`config.mk`:
```
export PLATFORM = sky130hd
export DESIGN_NAME = sha256_stream_hash_flat
export DESIGN_NICKNAME = d
export VERILOG_FILES = /design/src/hw/rtl/sha256_pkg.sv /design/src/hw/rtl/sha256_if.sv /design/src/hw/rtl/sha256_stream_hash.sv /design/src/flat_wrapper.sv
export SDC_FILE = /design/constraint.sdc
export NUM_CORES = 2
export LEC_CHECK = 0
export BUFFER_PORTS_ARGS = -buffer_cell sky130_fd_sc_hd__buf_2
export CAP_MARGIN = 15
export CELL_PAD_IN_SITES_DETAIL_PLACEMENT = 1
export CELL_PAD_IN_SITES_GLOBAL_PLACEMENT = 1
export CORE_MARGIN = 4
export CORE_UTILIZATION = 26
export CTS_CLUSTER_SIZE = 24
export DETAILED_ROUTE_END_ITERATION = 8
export PLACE_DENSITY_LB_ADDON = 0.1
export SYNTH_ARGS = -nofsm -noshare
export SYNTH_HDL_FRONTEND = slang
export SYNTH_SLANG_ARGS = --single-unit
```
`constraint.sdc`:
```
create_clock -name clk -period 9.93 [get_ports clk]
set_input_delay 0.4965 -clock clk [delete_from_list [all_inputs] [get_ports clk]]
set_output_delay 0.4965 -clock clk [all_outputs]
set_load 0.01 [all_outputs]
```
`src/hw/rtl/sha256_pkg.sv`:
```
// Package: SHA-256 constants, types and round functions.
package sha256_pkg;

    localparam int unsigned NumRounds = 64;
    localparam int unsigned BlockBytes = 64;
    localparam int unsigned DigestWords = 8;

    typedef logic [31:0] word_t;

    typedef struct packed {
        logic [7:0] data_byte;
        logic       byte_present;
        logic       end_of_message;
    } in_item_t;

    typedef struct packed {
        logic [31:0] digest_word;
        logic [2:0]  word_number;
        logic        last_word;
    } out_item_t;

    function automatic word_t round_k(input logic [5:0] idx);
        word_t k;
        begin
            case (idx)
                6'd0: k = 32'h428a2f98;  6'd1: k = 32'h71374491;
                6'd2: k = 32'hb5c0fbcf;  6'd3: k = 32'he9b5dba5;
                6'd4: k = 32'h3956c25b;  6'd5: k = 32'h59f111f1;
                6'd6: k = 32'h923f82a4;  6'd7: k = 32'hab1c5ed5;
                6'd8: k = 32'hd807aa98;  6'd9: k = 32'h12835b01;
                6'd10: k = 32'h243185be; 6'd11: k = 32'h550c7dc3;
                6'd12: k = 32'h72be5d74; 6'd13: k = 32'h80deb1fe;
                6'd14: k = 32'h9bdc06a7; 6'd15: k = 32'hc19bf174;
                6'd16: k = 32'he49b69c1; 6'd17: k = 32'hefbe4786;
                6'd18: k = 32'h0fc19dc6; 6'd19: k = 32'h240ca1cc;
                6'd20: k = 32'h2de92c6f; 6'd21: k = 32'h4a7484aa;
                6'd22: k = 32'h5cb0a9dc; 6'd23: k = 32'h76f988da;
                6'd24: k = 32'h983e5152; 6'd25: k = 32'ha831c66d;
                6'd26: k = 32'hb00327c8; 6'd27: k = 32'hbf597fc7;
                6'd28: k = 32'hc6e00bf3; 6'd29: k = 32'hd5a79147;
                6'd30: k = 32'h06ca6351; 6'd31: k = 32'h14292967;
                6'd32: k = 32'h27b70a85; 6'd33: k = 32'h2e1b2138;
                6'd34: k = 32'h4d2c6dfc; 6'd35: k = 32'h53380d13;
                6'd36: k = 32'h650a7354; 6'd37: k = 32'h766a0abb;
                6'd38: k = 32'h81c2c92e; 6'd39: k = 32'h92722c85;
                6'd40: k = 32'ha2bfe8a1; 6'd41: k = 32'ha81a664b;
                6'd42: k = 32'hc24b8b70; 6'd43: k = 32'hc76c51a3;
                6'd44: k = 32'hd192e819; 6'd45: k = 32'hd6990624;
                6'd46: k = 32'hf40e3585; 6'd47: k = 32'h106aa070;
                6'd48: k = 32'h19a4c116; 6'd49: k = 32'h1e376c08;
                6'd50: k = 32'h2748774c; 6'd51: k = 32'h34b0bcb5;
                6'd52: k = 32'h391c0cb3; 6'd53: k = 32'h4ed8aa4a;
                6'd54: k = 32'h5b9cca4f; 6'd55: k = 32'h682e6ff3;
                6'd56: k = 32'h748f82ee; 6'd57: k = 32'h78a5636f;
                6'd58: k = 32'h84c87814; 6'd59: k = 32'h8cc70208;
                6'd60: k = 32'h90befffa; 6'd61: k = 32'ha4506ceb;
                6'd62: k = 32'hbef9a3f7; 6'd63: k = 32'hc67178f2;
                default: k = 32'h0;
            endcase
            return k;
        end
    endfunction

    function automatic word_t init_h(input logic [2:0] idx);
        word_t h;
        begin
            case (idx)
                3'd0: h = 32'h6a09e667; 3'd1: h = 32'hbb67ae85;
                3'd2: h = 32'h3c6ef372; 3'd3: h = 32'ha54ff53a;
                3'd4: h = 32'h510e527f; 3'd5: h = 32'h9b05688c;
                3'd6: h = 32'h1f83d9ab; 3'd7: h = 32'h5be0cd19;
                default: h = 32'h0;
            endcase
            return h;
        end
    endfunction

    function automatic word_t rotr(input word_t x, input int unsigned n);
        return (x >> n) | (x << (32 - n));
    endfunction

endpackage

```
`src/hw/rtl/sha256_if.sv`:
```
// Interfaces: valid/ready channels for input bytes and digest words.
interface sha256_in_if;
    import sha256_pkg::*;
    logic     valid;
    logic     ready;
    in_item_t payload;
    modport source (output valid, output payload, input ready);
    modport sink (input valid, input payload, output ready);
endinterface

interface sha256_out_if;
    import sha256_pkg::*;
    logic      valid;
    logic      ready;
    out_item_t payload;
    modport source (output valid, output payload, input ready);
    modport sink (input valid, input payload, output ready);
endinterface

```
`src/hw/rtl/sha256_stream_hash.sv`:
```
// Top level: byte-stream SHA-256 with one shared round unit.
//
//  channel   dir  payload
//  in_ch     in   data_byte, byte_present, end_of_message
//  out_ch    out  digest_word, word_number, last_word
//
// A plain byte is only written into the buffer; the 64th byte of a block also
// starts a compression: the block is streamed from the buffer into the schedule
// window, the rounds run and the result is folded into the chaining words. An
// end transaction adds the padding fill (one byte per cycle), one or two
// compressions and eight output transactions. in_ch is not ready while a
// block is in work. rst_n resets control and chaining state at once; the
// buffer is never cleared. Output stalls hold the word.
module sha256_stream_hash (
    input  logic               clk,
    input  logic               rst_n,
    sha256_in_if.sink          in_ch,
    sha256_out_if.source       out_ch
);
    import sha256_pkg::*;

    typedef enum logic [2:0] {
        ST_IDLE, ST_PAD, ST_LOAD, ST_ROUND, ST_FOLD, ST_EMIT
    } state_t;

    state_t      state_reg;
    logic [7:0]  buf_mem [BlockBytes];
    logic [6:0]  fill_reg;       // pad pointer, may reach 64
    logic [63:0] bits_reg;
    logic [63:0] total_reg;
    word_t       h_reg [DigestWords];
    word_t       v_reg [DigestWords];
    word_t       w_reg [16];
    logic [6:0]  rnd_reg;
    logic        eom_reg;        // message closing in progress
    logic        len_reg;        // current pad block carries the length
    logic        mark_reg;       // 0x80 still to be written
    logic [2:0]  oidx_reg;
    logic [1:0]  bsel_reg;

    logic [7:0]  rd_byte;
    logic [5:0]  rd_addr;

    // round datapath
    word_t s0, s1, wnew, wcur, t1, t2;
    always_comb
    begin
        s0 = rotr(w_reg[1], 7) ^ rotr(w_reg[1], 18) ^ (w_reg[1] >> 3);
        s1 = rotr(w_reg[14], 17) ^ rotr(w_reg[14], 19) ^ (w_reg[14] >> 10);
        wnew = s1 + w_reg[9] + s0 + w_reg[0];
        wcur = w_reg[0];
        t1 = v_reg[7] + (rotr(v_reg[4], 6) ^ rotr(v_reg[4], 11) ^ rotr(v_reg[4], 25))
            + ((v_reg[4] & v_reg[5]) ^ (~v_reg[4] & v_reg[6]))
            + round_k(rnd_reg[5:0]) + wcur;
        t2 = (rotr(v_reg[0], 2) ^ rotr(v_reg[0], 13) ^ rotr(v_reg[0], 22))
            + ((v_reg[0] & v_reg[1]) ^ (v_reg[0] & v_reg[2]) ^ (v_reg[1] & v_reg[2]));
    end

    // pad byte for the current pointer
    logic [7:0] pad_byte;
    logic [5:0] pad_pos;
    always_comb
    begin
        pad_pos = fill_reg[5:0];
        if (mark_reg)
            pad_byte = 8'h80;
        else if (len_reg && pad_pos >= 6'd56)
            pad_byte = total_reg[8 * (63 - int'(pad_pos)) +: 8];
        else
            pad_byte = 8'h00;
    end

    // buffer write
    logic       wr_en;
    logic [5:0] wr_addr;
    logic [7:0] wr_data;
    always_comb
    begin
        wr_en = 1'b0;
        wr_addr = fill_reg[5:0];
        wr_data = in_ch.payload.data_byte;
        if (state_reg == ST_IDLE && in_ch.valid && in_ch.payload.byte_present)
            wr_en = 1'b1;
        else if (state_reg == ST_PAD && fill_reg < 7'd64)
        begin
            wr_en = 1'b1;
            wr_data = pad_byte;
        end
    end

    assign rd_addr = rnd_reg[5:0];

    always_ff @(posedge clk)
    begin
        if (wr_en)
            buf_mem[wr_addr] <= wr_data;
        rd_byte <= buf_mem[rd_addr];
    end

    assign in_ch.ready = (state_reg == ST_IDLE);
    assign out_ch.valid = (state_reg == ST_EMIT);
    assign out_ch.payload.digest_word = h_reg[oidx_reg];
    assign out_ch.payload.word_number = oidx_reg;
    assign out_ch.payload.last_word = (oidx_reg == 3'd7);

    always_ff @(posedge clk or negedge rst_n)
    begin
        if (!rst_n)
        begin
            state_reg <= ST_IDLE;
            fill_reg <= '0;
            bits_reg <= '0;
            total_reg <= '0;
            rnd_reg <= '0;
            eom_reg <= 1'b0;
            len_reg <= 1'b0;
            oidx_reg <= '0;
            bsel_reg <= '0;
            for (int i = 0; i < DigestWords; i++)
            begin
                h_reg[i] <= init_h(3'(i));
                v_reg[i] <= '0;
            end
            for (int i = 0; i < 16; i++)
                w_reg[i] <= '0;
        end
        else
        begin
            case (state_reg)
                ST_IDLE:
                begin
                    if (in_ch.valid)
                    begin
                        logic [6:0] nf;
                        nf = fill_reg + 7'(in_ch.payload.byte_present);
                        eom_reg <= in_ch.payload.end_of_message;
                        if (in_ch.payload.end_of_message)
                            total_reg <= bits_reg + {54'd0, nf, 3'd0};
                        if (nf == 7'd64)
                        begin
                            fill_reg <= '0;
                            bits_reg <= bits_reg + 64'd512;
                            len_reg <= 1'b0;
                            rnd_reg <= '0;
                            bsel_reg <= '0;
                            state_reg <= ST_LOAD;
                        end
                        else if (in_ch.payload.end_of_message)
                        begin
                            fill_reg <= nf;
                            state_reg <= ST_PAD;
                            // length fits behind the 0x80 only below byte 56
                            len_reg <= (nf < 7'd56);
                        end
                        else
                            fill_reg <= nf;
                    end
                end
                ST_PAD:
                begin
                    if (fill_reg < 7'd64)
                        fill_reg <= fill_reg + 7'd1;
                    else
                    begin
                        fill_reg <= '0;
                        rnd_reg <= '0;
                        bsel_reg <= '0;
                        state_reg <= ST_LOAD;
                    end
                end
                ST_LOAD:
                begin
                    // stream 64 bytes into the schedule window, 4 per word
                    rnd_reg <= rnd_reg + 7'd1;
                    if (rnd_reg != 7'd0)
                    begin
                        w_reg[15] <= {w_reg[15][23:0], rd_byte};
                        bsel_reg <= bsel_reg + 2'd1;
                        // advance the window once the previous word is complete
                        if (bsel_reg == 2'd0 && rnd_reg != 7'd1)
                        begin
                            for (int i = 0; i < 15; i++)
                                w_reg[i] <= w_reg[i + 1];
                        end
                    end
                    if (rnd_reg == 7'd64)
                    begin
                        rnd_reg <= '0;
                        for (int i = 0; i < DigestWords; i++)
                            v_reg[i] <= h_reg[i];
                        state_reg <= ST_ROUND;
                    end
                end
                ST_ROUND:
                begin
                    for (int i = 0; i < 15; i++)
                        w_reg[i] <= w_reg[i + 1];
                    w_reg[15] <= wnew;
                    v_reg[7] <= v_reg[6];
                    v_reg[6] <= v_reg[5];
                    v_reg[5] <= v_reg[4];
                    v_reg[4] <= v_reg[3] + t1;
                    v_reg[3] <= v_reg[2];
                    v_reg[2] <= v_reg[1];
                    v_reg[1] <= v_reg[0];
                    v_reg[0] <= t1 + t2;
                    rnd_reg <= rnd_reg + 7'd1;
                    if (rnd_reg == 7'd63)
                        state_reg <= ST_FOLD;
                end
                ST_FOLD:
                begin
                    for (int i = 0; i < DigestWords; i++)
                        h_reg[i] <= h_reg[i] + v_reg[i];
                    rnd_reg <= '0;
                    if (!eom_reg)
                        state_reg <= ST_IDLE;
                    else if (len_reg)
                    begin
                        oidx_reg <= '0;
                        state_reg <= ST_EMIT;
                    end
                    else
                    begin
                        len_reg <= 1'b1;
                        state_reg <= ST_PAD;
                    end
                end
                ST_EMIT:
                begin
                    if (out_ch.ready)
                    begin
                        oidx_reg <= oidx_reg + 3'd1;
                        if (oidx_reg == 3'd7)
                        begin
                            for (int i = 0; i < DigestWords; i++)
                                h_reg[i] <= init_h(3'(i));
                            bits_reg <= '0;
                            fill_reg <= '0;
                            eom_reg <= 1'b0;
                            len_reg <= 1'b0;
                            state_reg <= ST_IDLE;
                        end
                    end
                end
                default: state_reg <= ST_IDLE;
            endcase
        end
    end

    // pad control: hold the 0x80 until the first pad write
    always_ff @(posedge clk or negedge rst_n)
    begin
        if (!rst_n)
            mark_reg <= 1'b0;
        else if (state_reg == ST_IDLE && in_ch.valid && in_ch.payload.end_of_message)
            mark_reg <= 1'b1;
        else if (state_reg == ST_PAD && fill_reg < 7'd64)
            mark_reg <= 1'b0;
    end

endmodule

```
`src/flat_wrapper.sv`:
```
// flat-port wrapper written by rule: the top's interface ports become plain ports
module sha256_stream_hash_flat import sha256_pkg::*;
  (clk, rst_n, in_ch_valid, in_ch_payload, in_ch_ready, out_ch_valid, out_ch_payload, out_ch_ready);
  sha256_in_if in_ch_i ();
  sha256_out_if out_ch_i ();
  input  logic clk;
  input  logic rst_n;
  input wire logic [$bits(in_ch_i.valid)-1:0] in_ch_valid;
  input wire logic [$bits(in_ch_i.payload)-1:0] in_ch_payload;
  output wire logic [$bits(in_ch_i.ready)-1:0] in_ch_ready;
  output wire logic [$bits(out_ch_i.valid)-1:0] out_ch_valid;
  output wire logic [$bits(out_ch_i.payload)-1:0] out_ch_payload;
  input wire logic [$bits(out_ch_i.ready)-1:0] out_ch_ready;
  assign in_ch_i.valid = in_ch_valid;
  assign in_ch_i.payload = in_ch_payload;
  assign in_ch_ready = in_ch_i.ready;
  assign out_ch_valid = out_ch_i.valid;
  assign out_ch_payload = out_ch_i.payload;
  assign out_ch_i.ready = out_ch_ready;
  sha256_stream_hash u_core (.clk(clk), .rst_n(rst_n), .in_ch(in_ch_i), .out_ch(out_ch_i));
endmodule
```
### Word-level counts from Yosys, hierarchy flattened

Memory sizes are Yosys's and may differ from the RTL's. A register that Yosys moved wholly into a read port is not among the register bits.
Index checks and enable logic that the tools add are counted.

* reduce and logical (&&, ||, !) cells: 30
* shift-type cells: 1
* mux-type cells: 66
* order comparisons: 4
* $add $sub $neg: 26
* equal/unequal tests: 22
* bitwise logic cells: 28

Operators by type and width (count)
* case mux 256 bit (2 select lines): 2
* case mux 512 bit (2 select lines): 1
* two-way mux 256 bit: 3
* adder 32 bit: 18
* two-way mux 512 bit: 1
* two-way mux 480 bit: 1
* XOR 32 bit: 9
* two-way mux 64 bit: 4
* AND 32 bit: 5
* case mux 64 bit (2 select lines): 1
* binary-select mux 32 bit (select 3 bit): 1
* adder 64 x 10 -> 64 bit: 1
* adder 64 x 10 -> 64 bit (second input constant): 1
* two-way mux 32 bit: 2
* indexed part select 64 x 32 -> 8 bit: 1
* two-way mux 7 bit: 9
* two-way mux 3 bit: 13
* case mux 7 bit (5 select lines): 1
* two-way mux 8 bit: 4
* inverter 32 bit: 1
* OR 10 x 32 -> 32 bit: 1
* OR 13 x 32 -> 32 bit: 1
* OR 14 x 32 -> 32 bit: 1
* OR 15 x 32 -> 32 bit: 1
* 48 further kinds: 94

* logic and storage cells: 221
* ROM bits: 2048
* output and inout port bits: 38
* register bits after elaboration: 1177
* memories kept: 2
* memory bits (writable): 512

Memory list
* (name not given): words 64, width 32, rd ports 1, clocked after memory_dff 0, write ports 0, RTL line sha256_pkg.sv:25 `case (idx)`
* u_core.buf_mem: words 64, width 8, rd ports 1, clocked after memory_dff 1, write ports 1, RTL line sha256_stream_hash.sv:27 `logic [7:0] buf_mem [BlockBytes];`

### Longest topological paths before layout

* depth in word-level cells: 9
* gate-level depth with buffers: 43
* mapped depth without buffers: 39

### Least setup slack after synthesis

OpenSTA, ideal clock, no wires.

* kind: flip-flop to flip-flop
* start: reg u_core.rnd_reg[0]
* end: reg u_core.v_reg[255] (netlist bit)
* data arrival time: 9.314 ns
* stages on the path, launching flop included: 42
* data required time: 9.794 ns
* path buffers: 4
* slack: 0.480 ns
* cell sequence: dfrtp_1 clkbuf_1 buf_2 clkbuf_1 clkinv_1 ha_1 clkbuf_1 nand2_1 nand2_1 o21ai_0 o21ai_0 a221oi_1 fa_1 fa_1 fa_1 inv_1 ha_1 fa_1 [6 not listed] nor2b_1 o21ai_0 nand2b_1 a21oi_1 xnor2_1 fa_1 ha_1 nand2_1 o21ai_0 nor2b_1 a21o_1 a211o_1 a31oi_1 a221o_1 a21oi_1 xnor2_1 xnor2_1 o21ai_0

* longest elaborated chain between the ends: 5
* elaborated cells on any way between the ends: 8
* those cells by class: add/sub: 3; eq/ne: 2; mux: 1; reduce/logical: 1; memory: 1

Ends and longest elaborated chain
* from (decl): RTL line sha256_stream_hash.sv:34 `logic [6:0] rnd_reg;`
* from (signal assigned): RTL line sha256_stream_hash.sv:174 `rnd_reg <= rnd_reg + 7'd1;`
* from (signal assigned): RTL line sha256_stream_hash.sv:207 `rnd_reg <= rnd_reg + 7'd1;`
* memory (64 x 32 bit)
* adder 32 bit (2 in series): RTL line sha256_stream_hash.sv:54 `+ round_k(rnd_reg[5:0]) + wcur;`
* adder 32 bit: RTL line sha256_stream_hash.sv:206 `v_reg[0] <= t1 + t2;`
* case mux 256 bit (2 select lines): RTL line sha256_stream_hash.sv:129 `case (state_reg)`
* to (signal, indexed assignment): RTL line sha256_stream_hash.sv:190 `v_reg[i] <= h_reg[i];`
* to (decl): RTL line sha256_stream_hash.sv:32 `word_t v_reg [DigestWords];`

Parallel ways exist; a longest one is shown, timed or not.
A chain may end at the register's enable or synchronous reset.

### Worst setup path in the final report

* start: reg u_core.rnd_reg[1]
* end: reg u_core.v_reg[253] (netlist bit)

The elaborated chain is that of the path after synthesis.

==> flow_summary.toml <==
[run_status]
status = "finished, final reports clean"

[pwr]
power_density_mw_per_mm2 = 140
ir_worst_vdd_uv = 151
p_leak_nw = 45.7

[placement]
place.detailed.hpwl_um = 272000
gp_congestion = 0.874
placed_area_mm2 = 0.104
port_buffers = 51

[route]
wl_um = 375000
drt_iter0_drc = 4515
drc = 0
via_per_inst = 4.99
wl_per_cell_um = 26.8
num_vias = 69674
ant_nets = 0
drt_first_pass_iters = 5

[clock_tree]
root_buffer = "clkbuf_16"
cts_setup_buffers = 0
tritoncts = "built"
clock_path_buffers = 4
clkTransAtPathRegs_ns = 0.06
htree_levels = 4
clock_sinks = 1685
insertion_delay_ns = 0.93
cts_buffers = 215

[grt]
antenna_found_initial = 7
grt_start_max_net_pins = 153
grt_pass1_wl_um = 547000
first_global_vias = 73839
grt.total_usage = 0.192
globalRouteOverflowTotal = 0

[final_layout]
fin_util = 0.300
final_area_mm2 = 0.111
drive_above_1_share = 0.178
largest_register_ffs = 512
syn_to_final_growth_pct = 14.5
nets = 9433
nFillCells = 40671

[logic_synthesis]
yosysTopAreaCell = "dfrtp_1"
synth.top_cell.area_share = 0.266
synth-seq-cells = 1685
synth_flop_cell = "dfrtp_1"
synth-edff-count = 512
avgSynthCellArea_um2 = 11.0
synthArstFlopShare = 0.691
synth_most_common_cell = "dfrtp_1"
syn-cell-area_mm2 = 0.0969
synth_common_cells = "dfrtp_1, nand2_1, nor2_1"
synth_nets = 9444
synth_area_leaders = "dfrtp_1, edfxtp_1, mux2_2"
synth.yosys.seq_area_share = 0.463
synth_warnings = 0
postSynthCellCount = 8834
ys_types = 98

[die]
design.core.area_mm2 = 0.370
die_y_um = 619
pin_count = 52
num_rows = 223
fp.dieW_um = 619
dieArea_mm2 = 0.383
start_util = 0.262

[run]
cap_violations = 0

[worst_setup_path]
cp_common_cell = "fa_1"
crit_type = "reg2reg"
critPathMaxStageDelay_ns = 0.52
path_max_fanout = 6
cp_slowest_cell = "fa_1"
critPathLaunchType = "flip-flop"
critPathArrivalTime_ns = 10.02
required_ns = 10.71
end_kind = "flip-flop"

[sta]
tightest_slew_ns = 1.15
finClkSkew_ns = 0.0653
timing.hold.ws_ns = 0.168
finalHoldViolCount = 0
setup_viol = 0
rsz0062_at_grt = "no"
period_needed_ns = 9.24
drv_slew = 0
setup_tns_ns = 0
max-slew-margin-rel = 0.223
fmax_ghz = 0.108
fin_crit_sh = 0.930

[hold_path]
hold_class = "in2reg"
-- logic make-up after synthesis --
family,count (synthesis),synth area share
AOI/OAI and AO/OA,2038,0.128
muxes,816,0.122
xor gates and xnor gates,669,0.0605
buffers and inverters,819,0.0320
DFF,1685,0.463
other,1,0.0000387
and+or+nand+nor,2184,0.0996
adders and majority gates,622,0.0947
-- final timing paths --
kind / start / end / slack, ns / cells after the start
worst max-delay path: u_core.rnd_reg[1] / u_core.v_reg[253] / 0.69 / 39
worst min register to register: u_core.rd_byte[1] / u_core.w_reg[1] / 0.46 / 2
max in group asynchronous: rst_n / u_core.v_reg[207] / 7.27 / 4
min in group asynchronous: rst_n / u_core.w_reg[352] / 0.18 / 2
worst max register to register: u_core.rnd_reg[1] / u_core.v_reg[253] / 0.69 / 39
worst min-delay path: in_ch_payload[1] / u_core.total_reg[3] / 0.17 / 3
-- per-layer routing --
metal | global-route usage | up-vias | wire length, um
met1 | 0.276 | 36572 | 180000
met5 | 0 | - | 0
met2 | 0.316 | 935 | 176000
met3 | 0.0179 | 323 | 11100
li1 | - | 31844 | -
met4 | 0.0379 | 0 | 7370
-- power breakdown --
group	leakage, nW	switching, mW	internal (mW)
logic	22.9	0.144	0.0133
registers	19.3	0.000296	7.16
clock network	3.58	3.31	4.91
total	45.7	3.46	12.1
-- critical path, delay by kind of cell (launching register included) --
kind	cells	cell delay, ns
buffers and inverters	4	0.56
adder cells (fa/ha/maj)	8	3.31
XOR/XNOR	2	0.37
AO/OA/AOI/OAI	16	3.41
flip-flops	1	0.44
AND/OR/NAND/NOR	9	1.03
-- repair_timing --
action                                  4_1_cts  5_1_grt
endpoints found under the setup margin        0        6
hold buffers                                  4        0
hold endpoints to repair                    100        0
resized for setup                             0        9
-- per-stage QoR --
stage                     std cells  power [mW]  worst slack [ns]
after floorplan                8834        7.31             0.480
after global placement        13549        7.46             0.386
after detailed placement      13552        7.46             0.422
after CTS                     13954        15.9             0.316
after global routing          13956        16.2            0.0345
final                         13957        15.5             0.691
-- placed cells by master, fill, tap and decap left out, types with 54 or more instances in the layout --
cell type	count
dfrtp_1	1019
nand2_1	859
nor2_1	634
o21ai_0	583
mux2_2	521
edfxtp_1	512
a21oi_1	502
xnor2_1	458
ha_1	399
inv_1	302
a31oi_1	252
mux4_2	241
clkbuf_16	218
xor2_1	210
buf_4	208
fa_1	195
nand3_1	169
a21o_1	159
dfstp_2	136
nor3_1	127
o22ai_1	88
nand2b_1	71
o21a_1	68
or3_1	64
nor2b_1	55
mux2i_1	54
-- cell type report --
class                           instances  area [um2]  area share
Antenna cell                            3        7.51   0.0000676
Clock buffer                          298        6050      0.0545
Clock inverter                        100        1270      0.0114
Inverter                              308        1160      0.0104
Multi-Input combinational cell       6330       49200       0.443
Sequential cell                      1685       44900       0.404
Tap cell                             4950        6190      0.0558
Timing Repair Buffer                  283        2240      0.0202
No activity file was read; power rests on OpenSTA's default activity.
